[src/hw/rtl/apvdpf_pkg.sv]
package apvdpf_pkg;

    // Result status codes, in the order in which the reasons are tested.
    typedef enum logic [1:0] {
        ST_OK         = 2'd0,
        ST_OFF_TRACK  = 2'd1,
        ST_BAD_PEAK   = 2'd2,
        ST_BAD_SHAPE  = 2'd3
    } t_status;

    // Register word indexes on the configuration port.
    localparam logic [2:0] REG_WEIGHT_NOW   = 3'd0;
    localparam logic [2:0] REG_WEIGHT_PREV  = 3'd1;
    localparam logic [2:0] REG_WEIGHT_PREV2 = 3'd2;
    localparam logic [2:0] REG_LOW_THRESH   = 3'd3;
    localparam logic [2:0] REG_HIGH_THRESH  = 3'd4;

    // Register values after reset.
    localparam logic signed [15:0] RST_WEIGHT_NOW   = 16'sd5397;
    localparam logic signed [15:0] RST_WEIGHT_PREV  = -16'sd7032;
    localparam logic signed [15:0] RST_WEIGHT_PREV2 = 16'sd2290;
    localparam logic signed [15:0] RST_LOW_THRESH   = 16'sd50;
    localparam logic signed [15:0] RST_HIGH_THRESH  = 16'sd100;

    // A candidate maximum: deconvolved value and its sample index.
    typedef struct packed {
        logic signed [15:0] value;
        logic [2:0]         index;
    } t_peak;

    // Stage enables of one deconvolution lane.
    typedef struct packed {
        logic st_mul;
        logic st_sum;
    } t_lane_en;

    // Stage enables of the merging stage.
    typedef struct packed {
        logic st_pair;
        logic st_best;
        logic st_out;
    } t_merge_en;

    // Later candidate wins only when strictly larger, so ties keep the first.
    function automatic t_peak pick_peak(input t_peak a, input t_peak b);
        return (b.value > a.value) ? b : a;
    endfunction

endpackage

[src/hw/rtl/apvdpf_lane.sv]
module apvdpf_lane #(
    parameter int SAMPLE_BITS      = 13,
    parameter int WEIGHT_FRAC_BITS = 12
) (
    input  logic                          i_clk,
    input  apvdpf_pkg::t_lane_en          i_en,
    input  logic signed [15:0]            i_weight_now,
    input  logic signed [15:0]            i_weight_prev,
    input  logic signed [15:0]            i_weight_prev2,
    input  logic signed [SAMPLE_BITS-1:0] i_s_now,
    input  logic signed [SAMPLE_BITS-1:0] i_s_prev,
    input  logic signed [SAMPLE_BITS-1:0] i_s_prev2,
    output logic signed [15:0]            o_deconv
);
    import apvdpf_pkg::*;

    localparam int PW = SAMPLE_BITS + 16;
    localparam int SW = PW + 2;
    localparam logic signed [SW-1:0] HALF = SW'(1) <<< (WEIGHT_FRAC_BITS - 1);
    localparam logic signed [SW-1:0] DMAX = SW'(32767);
    localparam logic signed [SW-1:0] DMIN = SW'(-32768);

    logic signed [PW-1:0] r_p_now;
    logic signed [PW-1:0] r_p_prev;
    logic signed [PW-1:0] r_p_prev2;
    logic signed [SW-1:0] n_acc;
    logic signed [SW-1:0] n_round;
    logic signed [15:0]   n_deconv;
    logic signed [15:0]   r_deconv;

    // The three tap products, one multiplier each.
    always_ff @(posedge i_clk) begin
        if (i_en.st_mul) begin
            r_p_now   <= PW'(i_weight_now) * PW'(i_s_now);
            r_p_prev  <= PW'(i_weight_prev) * PW'(i_s_prev);
            r_p_prev2 <= PW'(i_weight_prev2) * PW'(i_s_prev2);
        end
    end

    // Exact sum, round half up, then saturate to 16 bits.
    always_comb begin
        n_acc   = SW'(r_p_now) + SW'(r_p_prev) + SW'(r_p_prev2) + HALF;
        n_round = n_acc >>> WEIGHT_FRAC_BITS;
        if (n_round > DMAX) begin
            n_deconv = 16'sh7fff;
        end else if (n_round < DMIN) begin
            n_deconv = 16'sh8000;
        end else begin
            n_deconv = n_round[15:0];
        end
    end

    always_ff @(posedge i_clk) begin
        if (i_en.st_sum) begin
            r_deconv <= n_deconv;
        end
    end

    assign o_deconv = r_deconv;

endmodule

[config.mk]
export PLATFORM = sky130hd
export DESIGN_NAME = apvdpf_lane
export DESIGN_NICKNAME = d
export VERILOG_FILES = /design/src/hw/rtl/apvdpf_pkg.sv /design/src/hw/rtl/apvdpf_lane.sv
export SDC_FILE = /design/constraint.sdc
export NUM_CORES = 2
export LEC_CHECK = 0
export BUFFER_PORTS_ARGS = -buffer_cell sky130_fd_sc_hd__buf_2
export CAP_MARGIN = 20
export CORE_ASPECT_RATIO = 1.2
export CORE_UTILIZATION = 60
export DETAILED_ROUTE_END_ITERATION = 12
export PLACE_DENSITY = 0.78
export SYNTH_ARGS = -nofsm -noshare
export SYNTH_HDL_FRONTEND = slang
export SYNTH_SLANG_ARGS = --single-unit
[constraint.sdc]
create_clock -name i_clk -period 12.75 [get_ports i_clk]
set_clock_uncertainty 0.05 [all_clocks]
set_input_delay 0 -clock i_clk [delete_from_list [all_inputs] [get_ports i_clk]]
set_output_delay 0 -clock i_clk [all_outputs]
set_load 0.01 [all_outputs]
==> parameters.txt <==
Parameter                              Value

Run status
  Status ... finished clean

Run
  Number of maximum-capacitance violations ... 0

Global routing
  Overall track demand over capacity in global routing ... 27.2%
  Remaining global-route overflow ... 0
  Maximum number of pins on one net before global-route repair ... 88
  Number of global-route vias before repair ... 21000
  Wire length of the first global-routing pass ... 100000 um
  Antenna violations before repair ... 1

Setup path
  Worst EP arrival ... 6100 ps
  Worst endpoint required time ... 12790 ps
  Origin of the worst setup path ... i_s_prev[1]
  Crit path kind ... input pin to register
  Number of cells on the worst reg-to-reg path ... 15
  Endpoint kind of the worst setup timing path ... register
  Setup slack on the worst flop-to-flop path ... 8150 ps
  Startpoint Class ... input pin
  Reg-to-reg endpoint ... o_deconv[0]
  RR Startpoint ... r_p_now[9]
  Largest fanout on the critical path ... 16

Clock network
  # resized after CTS ... 0
  Number of post-CTS setup repair buffers ... 0
  Number of buffers between clock root and the deepest sink ... 2
  Number of buffers inserted during clock tree synthesis ... 9
  Library cell used as clock root buffer ... sky130_fd_sc_hd__clkbuf_16
  Clock sink count ... 103
  CTS Hold Bufs ... 0
  Insertion delay to the later sink of the worst-skew pair ... 350 ps
  TritonCTS clock tree ... yes
  Clock Pin Slew Worst Setup and Hold Paths ... 70 ps
  H-tree levels ... 3

Placed design
  RD Place Congestion ... 0.919
  Half-perimeter wire length after detailed placement ... 50500 um
  Placed instance area ... 0.0286 mm2
  Number of I/O port buffers ... 105

Synth
  Syn. warnings ... 0
  Portion of synthesized cell area occupied by the leading cell type ... 44.4%
  Post-synthesis area per instance ... 9.84 um2
  Netlist Area Pre-Place ... 0.0276 mm2
  Most used DFF post-synth ... sky130_fd_sc_hd__edfxtp_1
  Number of synthesized flops with an enable pin ... 103
  Net Count, Synth ... 3788
  Top cells by area, synth ... sky130_fd_sc_hd__fa_1 (44%), sky130_fd_sc_hd__ha_1 (12%), sky130_fd_sc_hd__edfxtp_1 (11%)
  Share of synthesized registers carrying an async set or reset ... 0%
  Yosys top cell by area ... sky130_fd_sc_hd__fa_1
  Register bit count reported by yosys ... 103
  Cell variety after synth ... 55
  Sequential fraction of the synthesis area ... 11.2%
  Synth Instances ... 2810

Min path
  Endpoint with the worst hold slack ... o_deconv[12]
  Type of the tightest min-delay check ... input pin to register
  Hold depth ... 1
  Worst min-delay path startpoint ... i_en[0]

STA
  Fin. max-slew vios ... 0
  Summed negative setup slack over all endpoints ... 0 ps
  Final setup vio count ... 0
  Final hold vios ... 0
  Worst hold margin ... 45.0 ps
  Top achievable clock speed ... 165 MHz
  Unrepaired setup endpoints after global routing ... false
  Share of the clock period used by the worst path ... 47.5%
  Transition at the pin with the smallest max-transition slack ... 565 ps
  Slew HR ... 61.8%
  Clock period minus final worst setup slack ... 6060 ps

Route
  ANT nets after route ... 0
  Detailed Route WL ... 59000 um
  Wire length per cell after detailed routing ... 17.1 um
  DRT iter0 DRCs ... 1050
  DR pass1 iterations ... 5
  Via count ... 18800
  DRC violations left ... 0
  Vias per Instance ... 5.43

Floorplanning
  Width of the die ... 198 um
  Number of placed I/O pins ... 106
  Row cnt ... 85
  Die Y ... 237 um
  Starting density of the core ... 61.2%
  Core area ... 0.0452 mm2
  Overall die area ... 0.0469 mm2

Finish
  Synth-to-Final Area Change ... 4.59%
  Filler cells ... 3653
  Final std cell area, no fill ... 0.0289 mm2
  Final Net Count ... 3818
  Fraction of final layout cells with drive strength greater than 1 ... 4.92%
## metrics by stage
step                util [%]  worst slack, ps  instances
finish                  64.0             6690       3454
global route            64.0             6370       3453
CTS                     63.9             6730       3451
detailed placement      63.3             6360       3436
global placement        63.3             6480       3436
floorplan                  -             6880       2810
## metal layers
metal	wire [um]	GRT usage [%]	vias to the layer above
met5	0	0	-
met4	2450	10.6	0
met3	2030	2.31	137
met2	31700	49.5	457
met1	22800	33.2	9662
li1	-	-	8507
## sequential cells by signal, indices dropped and copies added, names as in the netlist
signal     flops
r_p_now       29
r_p_prev2     29
r_p_prev      29
o_deconv      16
## cells in the mapped netlist (all sizes together) (4+ instances only)
cell type  instances
or3                5
and4               7
o21ai             54
a21boi             4
a211oi            10
o211ai             6
nor2b             11
and2             267
clkbuf            87
o21bai             9
and3               8
xnor2             85
ha               275
nand3             15
inv              644
fa               613
edfxtp           103
nor3              14
a21oi             62
a21o              17
o21a              13
xor2              23
nand2            334
nor2              79
nand2b            24
## area by class of cell
type	count	area (um2)	area share [%]
Multi-Input combinational cell	1974	21800	75.4
Sequential cell	103	3090	10.7
Inverter	644	2420	8.36
Tap cell	609	762	2.64
Timing Repair Buffer	108	573	1.98
Clock buffer	9	225	0.779
Clock inverter	6	51.3	0.177
Antenna cell	1	2.50	0.00866
## critical path: stages
cell	delay (ps)
sky130_fd_sc_hd__buf_2	200
sky130_fd_sc_hd__and2_1	190
sky130_fd_sc_hd__fa_1	530
sky130_fd_sc_hd__inv_1	50
sky130_fd_sc_hd__fa_1	470
sky130_fd_sc_hd__inv_1	60
sky130_fd_sc_hd__fa_1	480
sky130_fd_sc_hd__fa_1	550
sky130_fd_sc_hd__inv_1	50
sky130_fd_sc_hd__fa_1	520
sky130_fd_sc_hd__inv_1	50
sky130_fd_sc_hd__ha_1	270
sky130_fd_sc_hd__ha_1	210
sky130_fd_sc_hd__nor3_1	450
sky130_fd_sc_hd__nand2b_1	100
sky130_fd_sc_hd__o21ai_0	120
sky130_fd_sc_hd__a211oi_1	140
sky130_fd_sc_hd__o41ai_1	590
sky130_fd_sc_hd__o21ai_0	200
sky130_fd_sc_hd__o41ai_2	390
sky130_fd_sc_hd__o2111ai_1	180
sky130_fd_sc_hd__a21oi_1	190
sky130_fd_sc_hd__xnor2_1	80
## how the worst max path moves through the flow
stage	depth (start not counted)	slack, ps	endpoint
final	23	6690	r_p_prev[28]
after global routing	23	6370	r_p_prev[28]
after CTS	23	6730	r_p_prev[28]
after detailed placement	23	6360	r_p_prev[28]
after global placement	22	6480	r_p_prev2[27]
after floorplan	21	6880	r_p_prev2[27]
## cell usage in the layout (no fill, tap or decap), drive strengths merged, types with 15 or more instances in the layout
cell type	netlist	routed
a21o	17	17
a21oi	62	62
and2	267	267
buf	2	107
edfxtp	103	103
fa	613	613
ha	275	275
inv	644	647
nand2	334	334
nand2b	24	24
nand3	15	15
nor2	79	79
o21ai	54	54
xnor2	85	85
xor2	23	23
## cells by family (layout without fill, tap and decap cells)
kind of cell | count (synthesis) | in the layout | synth area share, %
AND/OR/NAND/NOR | 775 | 775 | 13.7
adder cells (fa/ha/maj) | 888 | 888 | 56.8
XOR/XNOR | 108 | 108 | 3.42
other | 0 | 1 | 0
AO/OA/AOI/OAI | 202 | 202 | 4.77
buffers and inverters | 733 | 767 | 10.0
multiplexers | 1 | 1 | 0.0362
flip-flops | 103 | 103 | 11.2
Power is left out: the tool's default activity adds up to more than one toggle a clock period on the data nets, which glitch-free logic cannot reach.
