[src/hw/rtl/apvdpf_pkg.sv]
package apvdpf_pkg;

    // Result status codes, in the order in which the reasons are tested.
    typedef enum logic [1:0] {
        ST_OK         = 2'd0,
        ST_OFF_TRACK  = 2'd1,
        ST_BAD_PEAK   = 2'd2,
        ST_BAD_SHAPE  = 2'd3
    } t_status;

    // Register word indexes on the configuration port.
    localparam logic [2:0] REG_WEIGHT_NOW   = 3'd0;
    localparam logic [2:0] REG_WEIGHT_PREV  = 3'd1;
    localparam logic [2:0] REG_WEIGHT_PREV2 = 3'd2;
    localparam logic [2:0] REG_LOW_THRESH   = 3'd3;
    localparam logic [2:0] REG_HIGH_THRESH  = 3'd4;

    // Register values after reset.
    localparam logic signed [15:0] RST_WEIGHT_NOW   = 16'sd5397;
    localparam logic signed [15:0] RST_WEIGHT_PREV  = -16'sd7032;
    localparam logic signed [15:0] RST_WEIGHT_PREV2 = 16'sd2290;
    localparam logic signed [15:0] RST_LOW_THRESH   = 16'sd50;
    localparam logic signed [15:0] RST_HIGH_THRESH  = 16'sd100;

    // A candidate maximum: deconvolved value and its sample index.
    typedef struct packed {
        logic signed [15:0] value;
        logic [2:0]         index;
    } t_peak;

    // Stage enables of one deconvolution lane.
    typedef struct packed {
        logic st_mul;
        logic st_sum;
    } t_lane_en;

    // Stage enables of the merging stage.
    typedef struct packed {
        logic st_pair;
        logic st_best;
        logic st_out;
    } t_merge_en;

    // Later candidate wins only when strictly larger, so ties keep the first.
    function automatic t_peak pick_peak(input t_peak a, input t_peak b);
        return (b.value > a.value) ? b : a;
    endfunction

endpackage

[src/hw/rtl/apvdpf_merge.sv]
module apvdpf_merge (
    input  logic                  i_clk,
    input  apvdpf_pkg::t_merge_en i_en,
    input  apvdpf_pkg::t_status   i_status,
    input  logic signed [15:0]    i_deconv2,
    input  logic signed [15:0]    i_deconv3,
    input  logic signed [15:0]    i_deconv4,
    input  logic signed [15:0]    i_deconv5,
    input  logic signed [15:0]    i_low_threshold,
    input  logic signed [15:0]    i_high_threshold,
    output logic [1:0]            o_status,
    output logic signed [15:0]    o_deconv2,
    output logic signed [15:0]    o_deconv3,
    output logic signed [15:0]    o_deconv4,
    output logic signed [15:0]    o_deconv5,
    output logic [2:0]            o_peak_index,
    output logic signed [15:0]    o_peak_value,
    output logic                  o_over_low,
    output logic                  o_over_high
);
    import apvdpf_pkg::*;

    t_peak              r_pa;
    t_peak              r_pb;
    t_peak              r_pc;
    t_peak              r_best;
    t_status            r_status_a;
    t_status            r_status_b;
    logic signed [15:0] r_d_a [4];
    logic signed [15:0] r_d_b [4];
    t_status            r_status_o;
    logic signed [15:0] r_d_o [4];
    t_peak              r_peak_o;
    logic               r_low_o;
    logic               r_high_o;
    logic               n_ok;

    // First level: the zero samples against sample 2, samples 3 and 4 paired.
    always_ff @(posedge i_clk) begin
        if (i_en.st_pair) begin
            r_pa       <= pick_peak(t_peak'{value: 16'sd0, index: 3'd0},
                                    t_peak'{value: i_deconv2, index: 3'd2});
            r_pb       <= pick_peak(t_peak'{value: i_deconv3, index: 3'd3},
                                    t_peak'{value: i_deconv4, index: 3'd4});
            r_pc       <= t_peak'{value: i_deconv5, index: 3'd5};
            r_status_a <= i_status;
            r_d_a[0]   <= i_deconv2;
            r_d_a[1]   <= i_deconv3;
            r_d_a[2]   <= i_deconv4;
            r_d_a[3]   <= i_deconv5;
        end
    end

    // Second level: the overall maximum, lowest index kept on a tie.
    always_ff @(posedge i_clk) begin
        if (i_en.st_best) begin
            r_best     <= pick_peak(pick_peak(r_pa, r_pb), r_pc);
            r_status_b <= r_status_a;
            r_d_b      <= r_d_a;
        end
    end

    assign n_ok = (r_status_b == ST_OK);

    // Output register: threshold flags, and every field but the status cleared on a reject.
    always_ff @(posedge i_clk) begin
        if (i_en.st_out) begin
            r_status_o <= r_status_b;
            for (int k = 0; k < 4; k++) begin
                r_d_o[k] <= n_ok ? r_d_b[k] : 16'sd0;
            end
            r_peak_o <= n_ok ? r_best : t_peak'{value: 16'sd0, index: 3'd0};
            r_low_o  <= n_ok && (r_best.value > i_low_threshold);
            r_high_o <= n_ok && (r_best.value > i_high_threshold);
        end
    end

    assign o_status     = r_status_o;
    assign o_deconv2    = r_d_o[0];
    assign o_deconv3    = r_d_o[1];
    assign o_deconv4    = r_d_o[2];
    assign o_deconv5    = r_d_o[3];
    assign o_peak_index = r_peak_o.index;
    assign o_peak_value = r_peak_o.value;
    assign o_over_low   = r_low_o;
    assign o_over_high  = r_high_o;

endmodule

[config.mk]
export PLATFORM = sky130hd
export DESIGN_NAME = apvdpf_merge
export DESIGN_NICKNAME = d
export VERILOG_FILES = /design/src/hw/rtl/apvdpf_pkg.sv /design/src/hw/rtl/apvdpf_merge.sv
export SDC_FILE = /design/constraint.sdc
export NUM_CORES = 1
export LEC_CHECK = 0
export BUFFER_PORTS_ARGS = -buffer_cell sky130_fd_sc_hd__buf_2
export CAP_MARGIN = 20
export CORE_AREA = 2 2 125 176
export CTS_CLUSTER_SIZE = 25
export DETAILED_ROUTE_END_ITERATION = 16
export DIE_AREA = 0 0 127 178
export HOLD_SLACK_MARGIN = 0.12
export PLACE_DENSITY = 0.82
export SLEW_MARGIN = 10
export SYNTH_ARGS = -nofsm -noshare
export SYNTH_HDL_FRONTEND = slang
export SYNTH_SLANG_ARGS = --single-unit
[constraint.sdc]
create_clock -name i_clk -period 5 [get_ports i_clk]
set_clock_uncertainty 0.05 [all_clocks]
set_input_delay 0.5 -clock i_clk [delete_from_list [all_inputs] [get_ports i_clk]]
set_output_delay 0.5 -clock i_clk [all_outputs]
set_load 0.02 [all_outputs]
==> flow_summary.yaml, run 1 <==
timing:
  setup_violations: 0
  period_needed_ps: 4680
  max_slew_margin_pct: 46.7
  hold_violations: 0
  max_freq_ghz: 0.214
  setup-tns-final_ps: 0
  fin_crit_sh_pct: 93.5
  final_max_slew_viol_count: 0
  rsz0062_at_grt: "false"
  tightest_slew_ps: 800
worst_hold_path:
  hp-class: "input port to register"
logic_synthesis:
  async_flop_share_pct: 0
  synthMuxAreaShare_pct: 3.22
  syn-cell-area_um2: 11900
  synth_compound_gate_area_share_pct: 5.39
  synth-xor-area-share_pct: 0
  synthesis.nets: 965
  synth_top_family_by_area: "simple AND/OR/NAND/NOR gates"
  synth_top_area_share_pct: 69.2
  synth-warning-count: 0
  seq_area_frac_synth_pct: 69.2
  ys_types: 54
  netlist_instances: 783
  synth-adder-area-share_pct: 8.45
  synth_edf_count: 273
  synth-simple-area-share_pct: 10.4
  ys_seq_elements: 273
  synth_area_per_cell_um2: 15.1
  ys_top_cells_by_area: "edfxtp_1 (69%), ha_1 (8.4%), and2_1 (4.6%)"
  netlist_top_cells_count: "edfxtp_1 (273), and2_1 (88), ha_1 (80)"
  synthMostInstantiatedCell: "edfxtp_1"
  yosysTopAreaCell: "edfxtp_1"
  synth-main-ff-cell: "edfxtp_1"
routing:
  drt_pass1_iterations: 6
  num_vias: 7140
  routed_wl_mm: 24.9
  drtAntennaViolNets: 0
  drc_errors: 0
  viasPerCell: 5.53
  wl_per_cell_um: 19.2
  drtIter0Drc: 412
placed_design:
  gp_congestion: 0.867
  io_buffers: 188
  numPlacedInstances: 1216
  dp_hpwl_mm: 17.1
worst_setup_path:
  cp.buffers_inverters: 1
  crit_path_end_kind: "register"
  path_cells: "inv_1, ha_1, a21oi_1, nor2_1, a2111o_1, o31a_2, nand2_8, mux2i_1, ha_1, a21oi_1, a211oi_1, o31ai_1, a31o_2, nand4_1, nand3_1"
  critPathTopFamily: "compound AO/OA/AOI/OAI gates"
  cp_data_required_time_ps: 5340
  cp_max_fo: 35
  critPathKind: "register to register"
  cp.arrival_ps: 5020
  max_stage_delay_ps: 680
  critPathLaunchType: "register"
  crit_slowest_cell: "a31o_2"
global_route:
  grt_pass1_vias: 7417
  track_usage_pct: 22.1
  grt_pass1_wl_mm: 38.3
  grt_max_degree: 83
  antenna_found_initial: 1
  gr-total-overflow: 0
pwr:
  p_clk_share_pct: 32.4
  sw_frac_of_total_pct: 25.7
  power_frac_seq_pct: 51.5
  peakVddDrop_mv: 0.319
  power_per_cell_area_nw_per_um2: 395
  totalPowerFinal_w: 0.00559
  switchingPower_w: 0.00143
  p_comb_share_pct: 16.1
  p_int_w: 0.00416
  leakagePower_nw: 5.94
finish:
  area_growth_pct: 19.6
  drive_gt1_share_pct: 25.2
  final_util_pct: 67.6
  seqCellArea_um2: 8200
  fin_cells: 1292
  final_net_count: 1196
  fillers: 1486
  multi_input_area_um2: 3260
floorplan:
  ios: 189
  fp.dieArea_um2: 22600
  die_x_um: 127
  initial_utilization_pct: 56.5
  die_y_um: 178
  rows: 63
  core_um2: 21000
run:
  maxCapViolCount: 0
clocking:
  cts_inserted_buffers: 25
  clkSinkCount: 273
  cts_tree: "yes"
  clk_root_buffer_cell: "clkbuf_16"
  clockBufferDepth: 3
  clk-insertion-delay-late_ps: 520
  htreeDepth: 1
  clk_pin_slew_worst_paths_ps: 70
run_status:
  status: "complete, no violations"
## stage by stage
step                setup WS [ps]  hold slack, ps  area (um2)
finish                        323             145       14200
global route                 26.6             125       14200
CTS                           163             121       14100
detailed placement            196             355       13100
global placement              300             350       13100
floorplan                     947             350       11900
## cells in the final DEF (no fill, tap or decap), types with 2 or more instances in the layout
cell	count
a211oi_1	3
nor2_1	11
o211ai_1	18
o21a_1	3
buf_4	10
clkbuf_16	25
and2_1	88
o221ai_1	2
o31ai_1	3
nand2b_1	2
clkinv_2	3
nand2_1	29
inv_1	76
nor4_1	4
ha_1	80
and4_1	2
a21o_1	11
o21bai_1	2
mux2_4	8
inv_6	2
a21oi_1	18
buf_2	185
nand4_1	27
bufinv_16	2
clkbuf_1	4
mux2_2	9
clkinv_1	7
dlygate4sd3_1	30
a31oi_1	2
nor2b_1	15
edfxtp_1	273
nand3_1	20
o21ai_0	8
nor3_1	5
mux2i_1	16
## what timing repair did
item | in CTS | in global routing
setup buffers | 0 | 0
hold buffers | 30 | 0
gates resized for setup | 0 | 1
hold endpoints to repair | 30 | 0
endpoints found under the setup margin | 0 | 19
## power by group through the flow
stage,clock network (W),logic (W),registers (W)
floorplan,0,0.000536,0.00294
global placement,0,0.000849,0.00292
detailed placement,0,0.000875,0.00293
CTS,0.00185,0.000900,0.00288
global route,0.00193,0.00101,0.00289
finish,0.00181,0.000902,0.00288
## flip-flops by register name, summed over array words and instances (netlist names), 3 cells and up
name / flops
r_d_a: 64
r_d_o: 64
r_best: 19
r_pa: 17
o_peak_index: 3
r_pb: 18
o_peak_value: 16
r_d_b: 64
## layout make-up
| type | count | share of cell area [%] |
|---|---|---|
| tap | 260 | 2.30 |
| inverter | 76 | 2.01 |
| clock inverter | 15 | 0.892 |
| multi-input combinational | 412 | 23.0 |
| sequential | 273 | 57.8 |
| clock buffer | 29 | 4.52 |
| antenna | 1 | 0.0177 |
| timing repair buffer | 226 | 9.38 |
## worst paths after layout
check                from        end  slack, ps  cells after the start
max              r_pa[14]  r_best[5]        320                     15
max reg2reg      r_pa[14]  r_best[5]        320                     15
min          i_deconv4[9]  r_d_a[25]        150                      1
min reg2reg     r_d_a[52]  r_d_b[52]        360                      0
## metal layers
layer  part of all wire (%)  track usage, %
met1                     38            26.1
met2                     53            40.6
met3                    4.7            2.52
met4                    4.2            9.75
met5                      0               0
## cells by family after synthesis
logic type,count (synthesis)
AND/OR/NAND/NOR,212
flip-flops,273
AO/OA/AOI/OAI,86
buffers and inverters,98
adder cells (fa/ha/maj),80
other,1
multiplexers,33
Power figures use the tool's default switching activity.
==> run 2: changes to the inputs <==
- ABC_AREA: default -> 1
- CORE_AREA: 2 2 125 176 -> 2 2 126 178
- DIE_AREA: 0 0 127 178 -> 0 0 128 180
- TNS_END_PERCENT: default -> 5
==> flow_summary.yaml, run 2 <==
worst_hold_path:
  hold_depth: 1
  hp-class: "input port to register"
routing:
  viasPerCell: 4.97
  wl_per_cell_um: 16.0
  num_vias: 7429
  drt_pass1_iterations: 7
  drtAntennaViolNets: 0
  drc_errors: 0
  drtIter0Drc: 297
  routed_wl_mm: 23.9
worst_setup_path:
  rrSetupSlack_ps: 990
  rr_worst_depth: 19
  cp_max_fo: 19
  cp.arrival_ps: 4220
  critPathLaunchType: "register"
  cp_data_required_time_ps: 5210
  crit_path_end_kind: "register"
  critPathKind: "register to register"
global_route:
  track_usage_pct: 20.9
  grt_max_degree: 88
  grt_pass1_vias: 7523
  antenna_found_initial: 0
  gr-total-overflow: 0
  grt_pass1_wl_mm: 37.5
finish:
  largestRegisters: "r_d_a x64, r_d_b x64, r_d_o x64"
  finalInstanceArea_um2: 14400
  diodes: 0
  final_net_count: 1395
  fillers: 1531
  layout_commonest_cell: "edfxtp_1"
  area_growth_pct: 19.3
  final_util_pct: 67.0
  final_cell_mix: "edfxtp_1 (273), inv_1 (195), buf_2 (185), nand2_1 (163), nor2_1 (122)"
  drive_gt1_share_pct: 21.6
clocking:
  postCtsResizedCells: 0
  htreeDepth: 1
  clk-insertion-delay-late_ps: 520
  clockBufferDepth: 3
  ctsHoldBuffers: 19
  clk_root_buffer_cell: "clkbuf_16"
  clkSinkCount: 273
  cts_tree: "yes"
  cts_setup_buffers: 0
  clk_pin_slew_worst_paths_ps: 60
  cts_inserted_buffers: 25
pwr:
  peakVddDrop_mv: 0.288
  p_comb_share_pct: 19.4
  power_per_cell_area_nw_per_um2: 429
  p_int_w: 0.00448
  totalPowerFinal_w: 0.00616
  leakagePower_nw: 6.76
  p_clk_share_pct: 33.1
  power_frac_seq_pct: 47.5
  sw_frac_of_total_pct: 27.3
  switchingPower_w: 0.00168
floorplan:
  die_x_um: 128
  die_y_um: 180
  fp.dieArea_um2: 23000
  ios: 189
  core_um2: 21500
  initial_utilization_pct: 56.2
  rows: 64
logic_synthesis:
  syn-cell-area_um2: 12100
  synth_top_area_share_pct: 68.0
  async_flop_share_pct: 0
  netlist_top_cells_count: "edfxtp_1 (273), inv_1 (195), nand2_1 (163)"
  ys_seq_elements: 273
  synthMostInstantiatedCell: "edfxtp_1"
  synth-warning-count: 0
  synth_edf_count: 273
  seq_area_frac_synth_pct: 68.0
  ys_top_cells_by_area: "edfxtp_1 (68%), ha_1 (8.3%), inv_1 (6.1%)"
  synth_area_per_cell_um2: 12.2
  synth-main-ff-cell: "edfxtp_1"
  ys_types: 37
  yosysTopAreaCell: "edfxtp_1"
  synthesis.nets: 1174
  netlist_instances: 992
placed_design:
  dp_hpwl_mm: 17.0
  placed_area_um2: 13200
  gp_congestion: 0.923
  io_buffers: 188
timing:
  final_max_slew_viol_count: 0
  setup-tns-final_ps: 0
  rsz0062_at_grt: "false"
  max_slew_margin_pct: 39.3
  max_freq_ghz: 0.249
  hold_violations: 0
  period_needed_ps: 4010
  tightest_slew_ps: 910
  fin_crit_sh_pct: 80.3
  setup_violations: 0
  timing.hold.ws_ps: 131
run:
  maxCapViolCount: 0
run_status:
  status: "complete, no violations"
==> run 2: cell types whose count changed after synthesis, sizes merged, moves of 15 or more <==
cell	previous run	this run
a21oi	18	35
mux2	17	0
nand2	30	175
nor2b	15	0
nor2	12	122
o211ai	18	1
and2	89	1
mux2i	16	0
inv	76	198
==> run 2: worst paths after layout <==
kind	start	endpoint
worst min-delay path	i_deconv2[6]	r_d_a[54]
worst max-delay path	r_pa[14]	r_best[15]
worst max register to register	r_pa[14]	r_best[15]
worst min register to register	r_d_a[61]	r_d_b[61]
==> run 2: worst max-delay path, cell delays in order (launching register included) <==
cell	delay, ps
edfxtp_1	360
inv_1	220
ha_1	300
a21oi_1	150
nand2_1	80
a21oi_2	160
nand3_2	330
nand3_4	450
nand2_1	170
nand2_1	90
ha_1	240
a21oi_1	160
o21a_1	120
nand2_1	80
nand2_1	90
nand3_1	120
nand3_4	280
inv_4	140
nand2_1	90
nand2_1	50
==> run 2: cell type report <==
| class | count | area [um2] | area share (%) |
|---|---|---|---|
| sequential | 273 | 8200 | 57.0 |
| multi-input combinational | 502 | 3000 | 20.9 |
| timing repair buffer | 213 | 1210 | 8.44 |
| inverter | 198 | 746 | 5.19 |
| clock buffer | 30 | 644 | 4.48 |
| tap | 264 | 330 | 2.30 |
| clock inverter | 16 | 245 | 1.71 |
==> run 2: logic make-up after synthesis <==
family,count (synthesis),synth area share [%]
AND/OR/NAND/NOR,365,13.9
flip-flops,273,68.0
buffers and inverters,217,7.12
adder cells (fa/ha/maj),80,8.30
AO/OA/AOI/OAI,56,2.64
other,1,0.0311
==> run 2: power by group through the flow <==
stage          clock [W]  combinational, W  sequential (W)
2_1_floorplan          0          0.000802         0.00300
6_report         0.00204           0.00120         0.00293
5_1_grt          0.00217           0.00137         0.00295
3_3_place_gp           0           0.00114         0.00297
3_5_place_dp           0           0.00118         0.00298
4_1_cts          0.00208           0.00120         0.00293
==> run 2: per-layer routing <==
| metal | global-route usage [%] | share of wire (%) | vias up |
|---|---|---|---|
| li1 | - | - | 3744 |
| met1 | 24.3 | 38 | 3399 |
| met2 | 38.5 | 53 | 220 |
| met3 | 2.56 | 4.1 | 66 |
| met4 | 8.92 | 4.3 | 0 |
| met5 | 0 | 0 | - |
==> run 2: stage by stage <==
| stage | worst slack, ps | instances |
|---|---|---|
| after CTS | 964 | 1492 |
| after detailed placement | 1000 | 1427 |
| after floorplan | 1760 | 992 |
| after global routing | 597 | 1496 |
| after global placement | 1050 | 1427 |
| final | 986 | 1496 |
==> run 3: changes to the inputs <==
- CORE_AREA: 2 2 126 178 -> 2 2 133 187
- DIE_AREA: 0 0 128 180 -> 0 0 135 189
- PLACE_DENSITY: 0.82 -> 0.78
- clock period: 5 -> 3.4 ns (I/O delays scaled with it)
==> flow_summary.yaml, run 3 (synthesis gave the netlist of run 2 again) <==
clocking:
  clkSinkCount: 273
  htreeDepth: 1
  clk_root_buffer_cell: "clkbuf_16"
  clk-insertion-delay-late_ps: 520
  clockBufferDepth: 3
  clk_pin_slew_worst_paths_ps: 70
  cts_inserted_buffers: 25
  cts_tree: "yes"
timing:
  final_max_slew_viol_count: 0
  rsz0062_at_grt: "true"
  setup_violations: 15
  tightest_slew_ps: 1020
  fin_crit_sh_pct: 102
  hold_violations: 0
  worst_slack_ps: -63.3
  period_needed_ps: 3460
  max_slew_margin_pct: 31.8
  max_freq_ghz: 0.289
floorplan:
  die_y_um: 189
  fp.dieArea_um2: 25500
  core_um2: 23800
  rows: 67
  die_x_um: 135
  ios: 189
  initial_utilization_pct: 50.6
global_route:
  grt_pass1_wl_mm: 39.6
  track_usage_pct: 20.0
  grt_max_degree: 88
  grt_pass1_vias: 7864
  antenna_found_initial: 0
  gr-total-overflow: 0
placed_design:
  gp_congestion: 0.920
  io_buffers: 188
  placed_area_um2: 13500
  dp_hpwl_mm: 17.4
  pre_cts_slack_ps: -115
pwr:
  p_int_w: 0.00675
  p_comb_share_pct: 21.2
  power_per_cell_area_nw_per_um2: 612
  power_frac_seq_pct: 46.4
  sw_frac_of_total_pct: 27.4
  switchingPower_w: 0.00255
  leakagePower_nw: 7.07
  p_clk_share_pct: 32.4
  peakVddDrop_mv: 0.450
worst_setup_path:
  rrSetupSlack_ps: -60
  endpoint: "r_best[15]"
  r2r_end: "r_best[15]"
  critPathLaunchType: "register"
  critPathKind: "register to register"
  cp_data_required_time_ps: 3630
  crit_path_end_kind: "register"
  rr_worst_depth: 23
  r2r_start: "r_pb[8]"
  cp.arrival_ps: 3690
  cp_max_fo: 12
  setup.worst_path.start: "r_pb[8]"
routing:
  drt_pass1_iterations: 5
  viasPerCell: 4.90
  drtAntennaViolNets: 0
  drc_errors: 0
  num_vias: 7869
  wl_per_cell_um: 15.9
  routed_wl_mm: 25.5
  drtIter0Drc: 423
finish:
  multi_input_area_um2: 3090
  final_cell_mix: "edfxtp_1 (273), inv_1 (190), buf_2 (185), nand2_1 (161), nor2_1 (120)"
  fillers: 1769
  final_net_count: 1459
  largestRegisters: "r_d_a x64, r_d_b x64, r_d_o x64"
  layout_commonest_cell: "edfxtp_1"
  area_growth_pct: 25.9
  diodes: 0
  seqCellArea_um2: 8200
  drive_gt1_share_pct: 23.5
  finalInstanceArea_um2: 15200
run_status:
  failed_checks: "setup timing"
  status: "finished, violations left"
worst_hold_path:
  hp-class: "input port to register"
run:
  maxCapViolCount: 0
run 3: final cells by class:
class	count	share of cell area (%)
Sequential cell	273	54.0
Multi-Input combinational cell	502	20.4
Timing Repair Buffer	277	12.3
Inverter	198	4.91
Clock buffer	27	4.17
Tap cell	310	2.56
Clock inverter	19	1.67
run 3: per-layer routing:
layer | wire length, um | GRT usage, %
met5 | 0 | 0
met4 | 1010 | 8.53
met3 | 1250 | 2.54
met2 | 13900 | 37.9
met1 | 9320 | 22.3
run 3: worst max-delay path: stages (launching register included):
cell and delay (ps):
edfxtp_1 420, ha_1 310, a21oi_1 150, nor2_1 60, nor2_1 110, nand2_1 80
nand2_2 70, nand2_1 80, nand2_4 100, nand3_4 110, buf_12 190, nand2_4 60
nand2_1 50, ha_1 300, nand2_2 130, o21bai_1 120, a21oi_1 70, nor2_1 130
nand2_1 90, nand2_2 80, nand3_4 120, buf_4 190, nand3_1 100, nand2_1 60
run 3: worst min-delay path by stage:
stage | startpoint | endpoint | slack [ps] | cells after the start
final | i_en[0] | r_d_o[1][11] | 200 | 1
after global routing | i_en[0] | r_d_o[0][0] | 200 | 1
after CTS | i_high_threshold[14] | o_over_high | 360 | 6
after detailed placement | r_d_a[17] | r_d_b[17] | 350 | 0
after global placement | r_status_a[1] | r_status_b[1] | 350 | 0
after floorplan | r_d_a[16] | r_d_b[16] | 350 | 0
run 3: repair_timing:
item	4_1_cts	5_1_grt
endpoints found under the setup margin	19	19
hold buffers	66	0
buffers inserted	0	2
pin swaps	0	4
hold endpoints to repair	84	0
gates resized for setup	9	9
run 3: through the flow:
step | utilization [%] | cells | power, W | TNS (ps) | hold slack (ps)
4_1_cts | 63.2 | 1602 | 0.00929 | -368 | 357
5_1_grt | 63.8 | 1606 | 0.00977 | -3990 | 198
2_1_floorplan | - | 992 | 0.00560 | 0 | 350
6_report | 63.8 | 1606 | 0.00930 | -462 | 200
3_5_place_dp | 56.6 | 1490 | 0.00623 | -1680 | 355
3_3_place_gp | 56.6 | 1490 | 0.00616 | -1570 | 351
run 3: power groups by stage:
stage                     combinational (W)  sequential [W]  clock, W
after floorplan                     0.00118         0.00442         0
after global placement              0.00178         0.00438         0
after detailed placement            0.00184         0.00439         0
after CTS                           0.00192         0.00432   0.00305
after global routing                0.00223         0.00435   0.00319
final                               0.00197         0.00432   0.00301
